## config.mk

```make
export PLATFORM = sky130hd
export DESIGN_NAME = utf8_to_rtf_unicode_escape
export DESIGN_NICKNAME = d
export VERILOG_FILES = /design/src/rtl/u2rtf_pkg.sv /design/src/rtl/u2rtf_front.sv /design/src/rtl/u2rtf_fifo.sv /design/src/rtl/u2rtf_back.sv /design/src/rtl/utf8_to_rtf_unicode_escape.sv
export SDC_FILE = /design/constraint.sdc
export NUM_CORES = 1
export LEC_CHECK = 0
export ABC_AREA = 1
export BUFFER_PORTS_ARGS = -buffer_cell sky130_fd_sc_hd__buf_2
export CAP_MARGIN = 30
export CORE_MARGIN = 3
export CORE_UTILIZATION = 55
export DETAILED_ROUTE_END_ITERATION = 7
export GPL_ROUTABILITY_DRIVEN = 0
export PLACE_DENSITY_LB_ADDON = 0.3
export SYNTH_ARGS = -nofsm -noshare
export SYNTH_HDL_FRONTEND = slang
export SYNTH_SLANG_ARGS = --single-unit
```

## constraint.sdc

```tcl
create_clock -name clock -period 11.66 [get_ports clock]
set_clock_uncertainty 0.1 [all_clocks]
set_input_delay 1.166 -clock clock [delete_from_list [all_inputs] [get_ports clock]]
set_output_delay 1.166 -clock clock [all_outputs]
set_load 0.05 [all_outputs]
```

## src/rtl/u2rtf_pkg.sv

```systemverilog
// ----------------------------------------------------------------------------
// u2rtf_pkg
// Shared types, character codes and the decimal weight table of the UTF-8 to
// RTF unicode escape converter.
// ----------------------------------------------------------------------------
package u2rtf_pkg;

   // default depth of the job queue between front and back
   localparam int QUEUE_DEPTH_DEF = 4;

   // lead byte classes
   localparam logic [7:0] ASCII_LIMIT  = 8'h80;
   localparam logic [7:0] LEAD2_FIRST  = 8'hC0;
   localparam logic [7:0] LEAD3_FIRST  = 8'hE0;
   localparam logic [7:0] LEAD4_FIRST  = 8'hF0;
   localparam logic [7:0] LEAD_INVALID = 8'hF8;

   // characters of the escape
   localparam logic [7:0] CH_BSLASH = 8'h5C;
   localparam logic [7:0] CH_U      = 8'h75;
   localparam logic [7:0] CH_MINUS  = 8'h2D;
   localparam logic [7:0] CH_QMARK  = 8'h3F;
   localparam logic [7:0] CH_ZERO   = 8'h30;

   // highest decimal digit position (ten thousands)
   localparam logic [2:0] POS_TOP = 3'd4;

   // one queued job: a plain byte or a full escape
   typedef struct packed {
      logic        is_esc;  // 1: escape, 0: plain byte
      logic [7:0]  data;    // plain byte
      logic        neg;     // escape value is negative
      logic [15:0] mag;     // magnitude, 0..32768
      logic [2:0]  start;   // position of the leading digit
   } job_type;

   // weight of a decimal digit position
   function automatic logic [15:0] pow10(input logic [2:0] pos);
      logic [15:0] w;
      case (pos)
         3'd0:    w = 16'd1;
         3'd1:    w = 16'd10;
         3'd2:    w = 16'd100;
         3'd3:    w = 16'd1000;
         3'd4:    w = 16'd10000;
         default: w = 16'd1;
      endcase
      return w;
   endfunction

endpackage

```

## src/rtl/u2rtf_front.sv

```systemverilog
// ----------------------------------------------------------------------------
// u2rtf_front
// Accepts UTF-8 bytes, tracks open sequences and pushes plain-byte and
// escape jobs into the queue.
// ----------------------------------------------------------------------------
module u2rtf_front
   import u2rtf_pkg::*;
(
   input  logic        clock,
   input  logic        reset,
   input  logic        req_valid,
   output logic        req_stall,
   input  logic [7:0]  req_in_byte,
   input  logic        req_end_of_text,
   output logic        push,
   output job_type     push_job,
   input  logic        q_full
);

   logic [1:0]  remain_ff, remain_in;
   logic [15:0] acc_ff, acc_in;
   logic        accept;
   logic [15:0] code16;

   assign req_stall = q_full;
   assign accept    = req_valid && !q_full;
   assign code16    = {acc_ff[9:0], req_in_byte[5:0]};

   // decode one byte
   always_comb begin
      remain_in      = remain_ff;
      acc_in         = acc_ff;
      push           = 1'b0;
      push_job       = '0;
      push_job.neg   = code16[15];
      push_job.mag   = code16[15] ? 16'(~code16 + 16'd1) : code16;
      if (push_job.mag >= 16'd10000)     push_job.start = 3'd4;
      else if (push_job.mag >= 16'd1000) push_job.start = 3'd3;
      else if (push_job.mag >= 16'd100)  push_job.start = 3'd2;
      else if (push_job.mag >= 16'd10)   push_job.start = 3'd1;
      else                               push_job.start = 3'd0;
      push_job.data  = req_in_byte;

      if (remain_ff != 2'd0) begin
         // continuation, taken without checking
         acc_in    = code16;
         remain_in = remain_ff - 2'd1;
         if (remain_ff == 2'd1) begin
            push            = accept;
            push_job.is_esc = 1'b1;
            acc_in          = 16'd0;
         end
      end else if (req_in_byte < ASCII_LIMIT) begin
         push = accept && (req_in_byte != 8'd0);
      end else if (req_in_byte < LEAD2_FIRST) begin
         // stray continuation: dropped
      end else if (req_in_byte < LEAD3_FIRST) begin
         acc_in    = {11'd0, req_in_byte[4:0]};
         remain_in = 2'd1;
      end else if (req_in_byte < LEAD4_FIRST) begin
         acc_in    = {12'd0, req_in_byte[3:0]};
         remain_in = 2'd2;
      end else if (req_in_byte < LEAD_INVALID) begin
         acc_in    = {13'd0, req_in_byte[2:0]};
         remain_in = 2'd3;
      end

      // end of text drops any open sequence
      if (req_end_of_text) begin
         remain_in = 2'd0;
         acc_in    = 16'd0;
      end
   end

   // sequence state
   always_ff @(posedge clock) begin
      if (reset) begin
         remain_ff <= 2'd0;
         acc_ff    <= 16'd0;
      end else if (accept) begin
         remain_ff <= remain_in;
         acc_ff    <= acc_in;
      end
   end

endmodule

```

## src/rtl/u2rtf_fifo.sv

```systemverilog
// ----------------------------------------------------------------------------
// u2rtf_fifo
// Short job queue between front and back.
// ----------------------------------------------------------------------------
module u2rtf_fifo
   import u2rtf_pkg::*;
#(
   parameter int DEPTH = QUEUE_DEPTH_DEF
)
(
   input  logic    clock,
   input  logic    reset,
   input  logic    push,
   input  job_type push_job,
   output logic    full,
   input  logic    pop,
   output job_type pop_job,
   output logic    empty
);

   localparam int PTR_W = (DEPTH > 1) ? $clog2(DEPTH) : 1;
   localparam int CNT_W = $clog2(DEPTH + 1);

   job_type            slot_ff [DEPTH];
   logic [PTR_W-1:0]   wr_ff, wr_in, rd_ff, rd_in;
   logic [CNT_W-1:0]   count_ff, count_in;

   assign full    = (count_ff == CNT_W'(DEPTH));
   assign empty   = (count_ff == '0);
   assign pop_job = slot_ff[rd_ff];

   // pointer wrap and fill count
   always_comb begin
      wr_in    = (wr_ff == PTR_W'(DEPTH - 1)) ? '0 : wr_ff + PTR_W'(1);
      rd_in    = (rd_ff == PTR_W'(DEPTH - 1)) ? '0 : rd_ff + PTR_W'(1);
      count_in = count_ff;
      if (push && !pop)      count_in = count_ff + CNT_W'(1);
      else if (!push && pop) count_in = count_ff - CNT_W'(1);
   end

   always_ff @(posedge clock) begin
      if (reset) begin
         wr_ff    <= '0;
         rd_ff    <= '0;
         count_ff <= '0;
      end else begin
         if (push) wr_ff <= wr_in;
         if (pop)  rd_ff <= rd_in;
         count_ff <= count_in;
      end
   end

   // storage
   always_ff @(posedge clock) begin
      if (push) slot_ff[wr_ff] <= push_job;
   end

   a_no_overflow: assert property (@(posedge clock) disable iff (reset)
      push |-> !full) else $error("queue push while full");
   a_no_underflow: assert property (@(posedge clock) disable iff (reset)
      pop |-> !empty) else $error("queue pop while empty");
   a_count_range: assert property (@(posedge clock) disable iff (reset)
      count_ff <= CNT_W'(DEPTH)) else $error("queue count out of range");

endmodule

```

## src/rtl/u2rtf_back.sv

```systemverilog
// ----------------------------------------------------------------------------
// u2rtf_back
// Turns queued jobs into output characters, one a cycle while rsp_stall is
// low, digits most significant first, through an output register.
// ----------------------------------------------------------------------------
module u2rtf_back
   import u2rtf_pkg::*;
(
   input  logic       clock,
   input  logic       reset,
   input  logic       q_empty,
   input  job_type    q_job,
   output logic       pop,
   output logic       rsp_valid,
   input  logic       rsp_stall,
   output logic [7:0] rsp_out_byte,
   output logic       rsp_out_last
);

   localparam logic [2:0] PH_IDLE  = 3'd0;
   localparam logic [2:0] PH_U     = 3'd1;
   localparam logic [2:0] PH_SIGN  = 3'd2;
   localparam logic [2:0] PH_DIGIT = 3'd3;
   localparam logic [2:0] PH_QMARK = 3'd4;

   logic [2:0]  phase_ff, phase_in;
   logic [15:0] rem_ff, rem_in;
   logic        neg_ff, neg_in;
   logic [2:0]  pos_ff, pos_in;
   logic        valid_ff, valid_in;
   logic [7:0]  byte_ff, byte_in;
   logic        last_ff, last_in;
   logic        adv;
   logic [15:0] weight;
   logic [19:0] thr;
   logic [3:0]  digit;
   logic [15:0] sub;

   assign adv          = !valid_ff || !rsp_stall;
   assign rsp_valid    = valid_ff;
   assign rsp_out_byte = byte_ff;
   assign rsp_out_last = last_ff;

   // digit at the current position: count of weight multiples that fit
   always_comb begin
      weight = pow10(pos_ff);
      digit  = 4'd0;
      sub    = 16'd0;
      thr    = 20'd0;
      for (int k = 1; k <= 9; k++) begin
         thr = 20'(k) * {4'd0, weight};
         if ({4'd0, rem_ff} >= thr) begin
            digit = 4'(k);
            sub   = thr[15:0];
         end
      end
   end

   // character sequencer
   always_comb begin
      phase_in = phase_ff;
      rem_in   = rem_ff;
      neg_in   = neg_ff;
      pos_in   = pos_ff;
      valid_in = 1'b0;
      byte_in  = 8'd0;
      last_in  = 1'b0;
      pop      = 1'b0;
      case (phase_ff)
         PH_IDLE: begin
            if (!q_empty) begin
               pop      = adv;
               valid_in = 1'b1;
               if (q_job.is_esc) begin
                  byte_in  = CH_BSLASH;
                  phase_in = PH_U;
                  rem_in   = q_job.mag;
                  neg_in   = q_job.neg;
                  pos_in   = q_job.start;
               end else begin
                  byte_in = q_job.data;
                  last_in = 1'b1;
               end
            end
         end
         PH_U: begin
            valid_in = 1'b1;
            byte_in  = CH_U;
            phase_in = neg_ff ? PH_SIGN : PH_DIGIT;
         end
         PH_SIGN: begin
            valid_in = 1'b1;
            byte_in  = CH_MINUS;
            phase_in = PH_DIGIT;
         end
         PH_DIGIT: begin
            valid_in = 1'b1;
            byte_in  = CH_ZERO + {4'd0, digit};
            rem_in   = rem_ff - sub;
            if (pos_ff == 3'd0) phase_in = PH_QMARK;
            else                pos_in   = pos_ff - 3'd1;
         end
         PH_QMARK: begin
            valid_in = 1'b1;
            byte_in  = CH_QMARK;
            last_in  = 1'b1;
            phase_in = PH_IDLE;
         end
         default: begin
            phase_in = PH_IDLE;
         end
      endcase
   end

   // control
   always_ff @(posedge clock) begin
      if (reset) begin
         phase_ff <= PH_IDLE;
         valid_ff <= 1'b0;
      end else if (adv) begin
         phase_ff <= phase_in;
         valid_ff <= valid_in;
      end
   end

   // payload
   always_ff @(posedge clock) begin
      if (adv) begin
         rem_ff  <= rem_in;
         neg_ff  <= neg_in;
         pos_ff  <= pos_in;
         byte_ff <= byte_in;
         last_ff <= last_in;
      end
   end

   a_rem_fits: assert property (@(posedge clock) disable iff (reset)
      (phase_ff == PH_DIGIT && pos_ff != POS_TOP)
         |-> rem_ff < 16'(16'd10 * pow10(pos_ff)))
      else $error("remainder too large for digit position");
   a_pos_range: assert property (@(posedge clock) disable iff (reset)
      (phase_ff == PH_DIGIT) |-> pos_ff <= POS_TOP)
      else $error("digit position out of range");
   a_last_ends_esc: assert property (@(posedge clock) disable iff (reset)
      (adv && phase_ff == PH_QMARK) |=> (phase_ff == PH_IDLE && last_ff))
      else $error("escape not closed with last");

endmodule

```

## src/rtl/utf8_to_rtf_unicode_escape.sv

```systemverilog
// ----------------------------------------------------------------------------
// utf8_to_rtf_unicode_escape
// UTF-8 byte stream to RTF \uN? escapes; ASCII other than NUL passes through.
//
//   channel | ports                                      | dir
//   req     | req_valid req_stall req_in_byte req_end_of_text | in
//   rsp     | rsp_valid rsp_stall rsp_out_byte rsp_out_last   | out
//
// One input byte a cycle is taken while the job queue has room.
// Output is one character a cycle while rsp_stall is low: a plain byte is one
// character, an escape is \, u, a minus if negative, the digits and ?, set by
// the back sequencer, which emits the characters through its output register.
// Reset is synchronous and clears sequence state, queue and output valid.
// rsp_stall holds the output register; the queue then fills and req_stall rises.
// ----------------------------------------------------------------------------
module utf8_to_rtf_unicode_escape
   import u2rtf_pkg::*;
#(
   parameter int QUEUE_DEPTH = QUEUE_DEPTH_DEF
)
(
   input  logic       clock,
   input  logic       reset,
   input  logic       req_valid,
   output logic       req_stall,
   input  logic [7:0] req_in_byte,
   input  logic       req_end_of_text,
   output logic       rsp_valid,
   input  logic       rsp_stall,
   output logic [7:0] rsp_out_byte,
   output logic       rsp_out_last
);

   logic    push, pop, q_full, q_empty;
   job_type push_job, pop_job;

   // byte decode
   u2rtf_front u_front (
      .clock           (clock),
      .reset           (reset),
      .req_valid       (req_valid),
      .req_stall       (req_stall),
      .req_in_byte     (req_in_byte),
      .req_end_of_text (req_end_of_text),
      .push            (push),
      .push_job        (push_job),
      .q_full          (q_full)
   );

   // job queue
   u2rtf_fifo #(
      .DEPTH (QUEUE_DEPTH)
   ) u_fifo (
      .clock    (clock),
      .reset    (reset),
      .push     (push),
      .push_job (push_job),
      .full     (q_full),
      .pop      (pop),
      .pop_job  (pop_job),
      .empty    (q_empty)
   );

   // character output
   u2rtf_back u_back (
      .clock        (clock),
      .reset        (reset),
      .q_empty      (q_empty),
      .q_job        (pop_job),
      .pop          (pop),
      .rsp_valid    (rsp_valid),
      .rsp_stall    (rsp_stall),
      .rsp_out_byte (rsp_out_byte),
      .rsp_out_last (rsp_out_last)
   );

endmodule
```

**Word-level counts from Yosys, hierarchy flattened**

Memory sizes are Yosys's and may differ from the RTL's. A register that Yosys moved wholly into a read port is not among the register bits.
Cells that the tools add are included.

- Equality and inequality tests: 18
- Multiply operators: 5
- $add $sub $neg: 9
- Bitwise logic cells: 2
- Multiplexer cells: 74
- Reduce and logical (&&, ||, !) cells: 24
- Order comparisons: 18

Operators with widths:

| cell | number |
|---|---|
| 16-bit 2-to-1 mux | 10 |
| 10-bit 2-to-1 mux | 8 |
| 16-bit by 19-bit >= comparator with 1-bit output | 3 |
| 14-bit one-hot mux with 4 select lines | 1 |
| 3-bit 2-to-1 mux | 15 |
| 8-bit < comparator, second input constant | 5 |
| 8-bit one-hot mux with 5 select lines | 1 |
| 3-bit by 14-bit multiplier with 17-bit output, first input constant | 2 |
| 2-bit by 14-bit multiplier with 16-bit output, first input constant | 2 |
| 16-bit one-hot mux with 2 select lines | 1 |
| 2-bit 2-to-1 mux | 13 |
| 16-bit by 20-bit >= comparator with 1-bit output | 1 |
| 16-bit by 18-bit >= comparator with 1-bit output | 1 |
| 4-bit by 14-bit multiplier with 18-bit output, first input constant | 1 |
| 16-bit by 17-bit >= comparator with 1-bit output | 1 |
| 16-bit by 1-bit adder with 16-bit output, second input constant | 1 |
| 16-bit by 10-bit >= comparator with 1-bit output, second input constant | 1 |
| 16-bit by 14-bit >= comparator with 1-bit output | 1 |
| 16-bit by 14-bit >= comparator with 1-bit output, second input constant | 1 |
| 16-bit by 15-bit >= comparator with 1-bit output | 1 |
| 16-bit >= comparator | 1 |
| 16-bit by 4-bit >= comparator with 1-bit output, second input constant | 1 |
| 16-bit by 7-bit >= comparator with 1-bit output, second input constant | 1 |
| 8-bit 2-to-1 mux | 2 |
| other kinds (33) | 75 |

- Logic and storage cells: 163
- Memories: 1
- Output and inout port bits: 11
- RAM bits: 116
- Register bits: 52

Memories:

| memory | words | bits a word | rd ports | clocked after memory_dff | write ports | RTL line | RTL |
|---|---|---|---|---|---|---|---|
| u_fifo.slot_ff | 4 | 29 | 1 | 1 | 1 | u2rtf_fifo.sv:24 | `job_type slot_ff [DEPTH];` |

**Longest topological paths before layout**

Gate-level depths: netlist of the first run.

- Word-level depth: 14
- Depth in mapped cells: 50

**Modules after synthesis**

From an unflattened synthesis of the first run, not the netlist that was laid out.

- Cell total of the unflattened synthesis: 1606
- Area total of the unflattened synthesis: 13554.2 µm²

By module, submodules not included:

| module | seq. area each (µm²) | area each (µm²) | instances | cells an instance |
|---|---|---|---|---|
| u2rtf_back | 950.9 | 7154.4 | 1 | 1048 |
| u2rtf_fifo | 3663.5 | 5068.6 | 1 | 340 |
| u2rtf_front | 240.2 | 1331.3 | 1 | 218 |

**Worst setup path before layout of the first run**

No wires, ideal clock.

- Path type: register to register
- Start point: register u_back.pos_ff[0]
- End point: register u_back.rem_ff[12] (data pin)
- Data arrival time: 6.800 ns
- Path slack: 4.494 ns
- Period minus slack after synthesis: 7.166 ns
- Stages on the path, launching flop included: 47
- Data required time: 11.294 ns
- Library setup time: 0.266 ns
- Cells stage by stage: edfxtp_1 inv_1 ha_1 nand2_1 inv_2 nor2_2 inv_2 nor2_2 nand2_2 inv_1 nor2_2 fa_1 ha_1 a21oi_1 and2_1 inv_1 a21oi_1 o21bai_1 (+11 left out) a41oi_2 inv_1 buf_2 nor2_1 a21oi_1 a21oi_2 ha_1 a21oi_1 o21bai_1 a21oi_1 o21bai_1 a21boi_1 o21ai_0 a21oi_1 nor2_1 nor2_1 xor2_1 o21ai_1

- Cells in the longest elaborated chain, start to end: 14
- Elaborated cells on any way between the ends: 30

Ends and longest elaborated chain:

| item | RTL line | RTL |
|---|---|---|
| start: declaration | u2rtf_back.sv:29 | `logic [2:0] pos_ff, pos_in;` |
| start signal: assignment | u2rtf_back.sv:131 | `pos_ff <= pos_in;` |
| 3-bit == test (tied with other cells) | u2rtf_pkg.sv:40 | `case (pos)` |
| 14-bit one-hot mux with 4 select lines * | u2rtf_pkg.sv:40 |  |
| branches (longest 9 deep; another with 16-bit by 18-bit >= comparator with 1-bit output) | n/a |  |
| 16-bit 2-to-1 mux * | u2rtf_back.sv:52 | `if ({4'd0, rem_ff} >= thr) begin` |
| 16-bit subtractor * | u2rtf_back.sv:99 | `rem_in = rem_ff - sub;` |
| 16-bit one-hot mux with 2 select lines * | u2rtf_back.sv:69 | `case (phase_ff)` |
| net u_back.rem_in[12] | u2rtf_back.sv:27 | `logic [15:0] rem_ff, rem_in;` |
| end signal: assignment | u2rtf_back.sv:129 | `rem_ff <= rem_in;` |
| end: declaration | u2rtf_back.sv:27 |  |

Mark *: on every way through the listed nets, which the timed path passes.
A chain may end at the register's enable or synchronous reset.

**Worst setup path in the final report of the first run**

Ends and elaborated chain as after synthesis.

==> results.py, run 1 <==
metrics = {
    "die": {
        "io_pins": 24,
        "core_area_um2": 22800,
        "rows": 55,
        "die_h_um": 159,
        "die_w_um": 159,
        "start_util": 0.563,
        "die-area_um2": 25300,
    },
    "setup_path": {
        "startpoint_type": "flip-flop",
        "cpPeakStageDelay_ns": 0.64,
        "worstPathArrival_ns": 9.43,
        "crit_slowest_cell": "a41oi_2",
        "worstPathMaxFanout": 34,
        "cp-end-kind": "flip-flop",
        "cp_common_cell": "nand2_1",
        "critPathKind": "flip-flop to flip-flop",
        "critPathRequiredTime_ns": 11.70,
    },
    "routing": {
        "wl_met2_um": 16300,
        "drt_iter0_drc": 1385,
        "dr.pass1.iters": 6,
        "drc": 0,
        "routed-via-count": 11100,
        "wire_per_inst_um": 17.9,
        "wl_met1_um": 13900,
        "vias_per_cell": 5.84,
        "routed_wl_um": 34000,
        "met3_length_um": 2260,
        "antenna_left": 0,
        "highest_layer": "met4",
    },
    "final_layout": {
        "final_nets": 1750,
        "num_antenna_cells": 0,
        "area_delta_synth_final_pct": 8.24,
        "drive_gt1_frac": 0.0791,
    },
    "cts": {
        "cts.hold.buffers_added": 0,
        "post_cts_buffers": 0,
        "cts_num_sinks": 166,
        "cts_tree": "done",
        "root_buffer": "clkbuf_16",
        "clock_latency_ns": 0.43,
        "htreeDepth": 4,
        "path_clk_slew_ns": 0.07,
        "cts-resized-gates": 0,
        "cts_buffers": 17,
        "clockBufferDepth": 2,
    },
    "sta": {
        "fmax_mhz": 107,
        "rsz0062_at_grt": "no",
        "maxSlewViolCount": 0,
        "setup_tns_ns": 0,
        "period_share": 0.805,
        "finalSetupViolCount": 0,
        "hold_viol": 0,
        "period_needed_ns": 9.39,
        "slew_headroom": 0.401,
        "tightest_slew_ns": 0.898,
    },
    "synthesis": {
        "ys.flop_type": "edfxtp_1",
        "postSynthCellCount": 1549,
        "ys_seq_area_frac": 0.368,
        "yosys_warnings": 0,
        "avgSynthCellArea_um2": 8.31,
        "postSynth.asyncResetShare": 0,
        "syn_area_um2": 12900,
        "synth-seq-cells": 166,
        "synth_cell_types": 61,
        "synth_edf_count": 141,
    },
    "worst_hold_path": {
        "hp-class": "flip-flop to flip-flop",
    },
    "grt": {
        "grt-ovfl-total": 0,
        "grt_pass1_vias": 10500,
        "antenna_found_initial": 0,
        "grt_first_pass_wirelength_um": 53700,
        "grt_max_degree": 59,
        "gr-usage-all-layers": 0.261,
    },
    "placed_design": {
        "dpl.hpwl_um": 25300,
        "portBuffers": 23,
    },
    "run": {
        "cap_viol_max_count": 0,
    },
    "status": {
        "status": "finished, final reports clean",
    },
}
[cells by family after synthesis]
family,synth area share
compound gates,0.174
xor+xnor,0.0313
fa+ha+maj,0.170
buf+inv,0.0651
flops,0.368
mux,0.000778
other cells,0.000584
simple gates,0.190
[area by class of cell]
class	instances	area, um2
sequential	166	4740
timing repair buffer	34	198
inverter	176	661
clock inverter	13	153
multi-input combinational	1173	7340
fill	2023	8920
tap	313	392
clock buffer	19	454
[Yosys cell counts (all sizes together), types with 13 or more instances]
cell    instances  area (um2)
nand3          58         300
a211oi         15         113
nand2         302        1190
xor2           33         289
clkbuf         26        97.6
o21ai         110         554
ha            159        1990
nand4          19         125
edfxtp        141        4230
nor3           18        95.1
buf            13        80.1
inv           173         649
a21oi         156         807
xnor2          13         114
nor2          153         602
o22ai          18         113
dfxtp          25         500
[worst paths after layout]
| kind | from | end | slack, ns | depth (start not counted) |
|---|---|---|---|---|
| min | u_fifo.rd_ff[1]$_SDFFE_PP0P_ | u_fifo.rd_ff[1]$_SDFFE_PP0P_ | 0.40 | 2 |
| max reg2reg | u_back.pos_ff[0]$_DFFE_PP_ | u_back.rem_ff[12]$_DFFE_PP_ | 2.27 | 45 |
| min reg2reg | u_fifo.rd_ff[1]$_SDFFE_PP0P_ | u_fifo.rd_ff[1]$_SDFFE_PP0P_ | 0.40 | 2 |
| max | u_back.pos_ff[0]$_DFFE_PP_ | u_back.rem_ff[12]$_DFFE_PP_ | 2.27 | 45 |
[stage by stage]
stage,hold slack (ns),instance area [um2],worst slack [ns],std cells,util
global placement,0.377,13300,2.89,1862,0.583
finish,0.395,13900,2.27,1894,0.610
CTS,0.399,13900,2.49,1894,0.610
floorplan,0.355,12900,4.49,1554,-
detailed placement,0.388,13300,2.53,1862,0.583
global route,0.430,13900,1.63,1894,0.610
[cell usage in the layout (no fill, tap or decap), types with 8 or more instances in the layout]
cell type  instances
nand2_1          287
inv_1            164
ha_1             159
a21oi_1          149
nor2_1           142
edfxtp_1         141
o21ai_0           89
nand3_1           56
xor2_1            33
dfxtp_1           24
buf_2             23
o21ai_1           20
o22ai_1           18
nand4_1           18
clkbuf_16         18
nor3_1            16
a211oi_1          15
xnor2_1           13
nand2_2           11
buf_4             11
o211ai_1          10
fa_1              10
inv_2              9
nor2_2             9
o21bai_1           9
o21a_1             9
a31oi_1            9
nor4_1             8
a21boi_1           8
[worst max-delay path, delay by kind of cell (launching register included)]
kind / cells / cell delay (ns)
AO/OA/AOI/OAI: 17 / 2.86
XOR/XNOR: 2 / 0.37
adder cells (fa/ha/maj): 5 / 1.81
buffers and inverters: 6 / 1.60
flip-flops: 1 / 0.43
AND/OR/NAND/NOR: 15 / 1.93
[metal layers]
metal | vias up | global-route usage
met5 | - | 0
met4 | 0 | 0.118
met3 | 99 | 0.0354
met2 | 470 | 0.453
met1 | 5051 | 0.327
li1 | 5432 | -
[sequential cells by signal (all words and copies together) (netlist names), named ones only]
name,flops
u_back.rsp_valid,1
u_back.phase_ff,3
u_fifo.count_ff,3
u_front.acc_ff,10
u_back.rem_ff,16
u_back.neg_ff,1
u_fifo.rd_ff,2
u_fifo.slot_ff,112
u_back.rsp_out_byte,8
u_fifo.wr_ff,2
u_back.rsp_out_last,1
u_back.pos_ff,3
u_front.remain_ff,2
Power of run 1 is not shown: default switching activity piles up to over one toggle a cycle in this logic, so the estimate is an artifact.
==> run 2: changes to the inputs <==
Clock period 11.66 ns to 9.6 ns, I/O delays scaled along.
==> results.py, run 2 (synthesis results as in run 1) <==
metrics = {
    "worst_hold_path": {
        "min_path_cells": 2,
        "hold-path-endpoint": "u_fifo.count_ff[1]$_SDFFE_PP0P_",
        "min_from": "u_fifo.count_ff[1]$_SDFFE_PP0P_",
        "hp-class": "flip-flop to flip-flop",
    },
    "sta": {
        "maxSlewViolCount": 0,
        "hold_viol": 0,
        "fmax_mhz": 113,
        "period_needed_ns": 8.87,
        "rsz0062_at_grt": "no",
        "period_share": 0.924,
        "finalSetupViolCount": 0,
        "setup_tns_ns": 0,
        "tightest_slew_ns": 0.983,
        "slew_headroom": 0.344,
    },
    "setup_path": {
        "cp_common_cell": "a21oi_1",
        "ff2ff_setup_slack_ns": 0.73,
        "worstPathArrival_ns": 8.92,
        "startpoint_type": "flip-flop",
        "r2r-end": "u_back.rem_ff[12]$_DFFE_PP_",
        "worstPathMaxFanout": 16,
        "r2r_start": "u_back.pos_ff[0]$_DFFE_PP_",
        "path_buf_inv": 7,
        "crit_slowest_cell": "a41oi_2",
        "rr_worst_depth": 45,
        "cp-end-kind": "flip-flop",
        "cpPeakStageDelay_ns": 0.62,
        "path_delay_family": "compound AO/OA/AOI/OAI gates",
        "critPathRequiredTime_ns": 9.64,
        "critPathKind": "flip-flop to flip-flop",
    },
    "status": {
        "status": "finished, final reports clean",
    },
    "final_layout": {
        "area_delta_synth_final_pct": 8.19,
        "final_nets": 1750,
        "drive_gt1_frac": 0.0791,
        "num_antenna_cells": 0,
        "final_cell_mix": "287 x nand2_1, 164 x inv_1, 159 x ha_1",
        "largestRegisters": "u_fifo.slot_ff (112), u_back.rem_ff (16), u_front.acc_ff (10)",
        "largest_register_ffs": 112,
        "largest_register": "u_fifo.slot_ff",
        "final_common_cell": "nand2_1",
    },
    "routing": {
        "drt_iter0_drc": 1334,
        "wire_per_inst_um": 18.1,
        "dr.pass1.iters": 8,
        "vias_per_cell": 5.91,
        "drc": 0,
        "antenna_left": 0,
        "routed-via-count": 11200,
        "routed_wl_um": 34300,
    },
    "grt": {
        "grt-ovfl-total": 0,
        "grt_pass1_vias": 10600,
        "antenna_found_initial": 0,
        "gr-usage-all-layers": 0.267,
        "grt_max_degree": 59,
        "grt_first_pass_wirelength_um": 54700,
    },
    "cts": {
        "htreeDepth": 4,
        "clockBufferDepth": 2,
        "cts_buffers": 17,
        "cts_tree": "done",
        "cts_num_sinks": 166,
        "cts-resized-gates": 0,
        "root_buffer": "clkbuf_16",
        "clock_latency_ns": 0.43,
        "path_clk_slew_ns": 0.07,
        "cts.hold.buffers_added": 0,
        "post_cts_buffers": 0,
    },
    "placed_design": {
        "dpl.hpwl_um": 25000,
        "portBuffers": 23,
    },
    "die": {
        "start_util": 0.563,
        "die_w_um": 159,
        "die-area_um2": 25300,
        "die_h_um": 159,
        "core_area_um2": 22800,
        "io_pins": 24,
        "rows": 55,
    },
    "run": {
        "cap_viol_max_count": 0,
    },
}
## run 2: worst min-delay path, stage by stage, from the launching register on
cell      delay (ns)
dfxtp_1         0.32
inv_1           0.07
a211oi_1        0.06
## run 2: worst max path at each step
stage,end,slack (ns),startpoint,cells after the start
after floorplan,u_back.rem_ff[12]$_DFFE_PP_,2.43,u_back.pos_ff[0]$_DFFE_PP_,46
after global placement,u_back.rem_ff[12]$_DFFE_PP_,1.22,u_back.pos_ff[0]$_DFFE_PP_,46
after detailed placement,u_back.rem_ff[12]$_DFFE_PP_,0.78,u_back.pos_ff[0]$_DFFE_PP_,46
after CTS,u_back.rem_ff[12]$_DFFE_PP_,0.76,u_back.pos_ff[0]$_DFFE_PP_,46
after global routing,u_back.rem_ff[12]$_DFFE_PP_,0.003,u_back.pos_ff[0]$_DFFE_PP_,44
final,u_back.rem_ff[12]$_DFFE_PP_,0.73,u_back.pos_ff[0]$_DFFE_PP_,45
## run 2: routing by layer
metal  up-vias  track usage  share of wire
li1       5424            -              -
met1      5167        0.343           0.40
met2       506        0.446           0.47
met3        96       0.0395          0.080
met4         0        0.125          0.046
met5         -            0              0
## run 2: final cells by class
type | instances | area (um2)
clock inverters | 12 | 128
fillers | 1986 | 8920
clock buffers | 20 | 468
flip-flops and latches | 166 | 4740
well taps | 313 | 392
inverters | 176 | 661
multi-input cells | 1173 | 7340
repair buffers | 34 | 198
## run 2: per-stage QoR
| stage | util | hold slack [ns] | cell area [um2] | setup slack (ns) | std cells |
|---|---|---|---|---|---|
| 2_1_floorplan | - | 0.355 | 12900 | 2.43 | 1554 |
| 3_3_place_gp | 0.583 | 0.384 | 13300 | 1.22 | 1862 |
| 3_5_place_dp | 0.583 | 0.386 | 13300 | 0.779 | 1862 |
| 4_1_cts | 0.609 | 0.398 | 13900 | 0.763 | 1894 |
| 5_1_grt | 0.609 | 0.424 | 13900 | 0.00342 | 1894 |
| 6_report | 0.609 | 0.395 | 13900 | 0.727 | 1894 |
Power of run 2 is left out for the same reason.
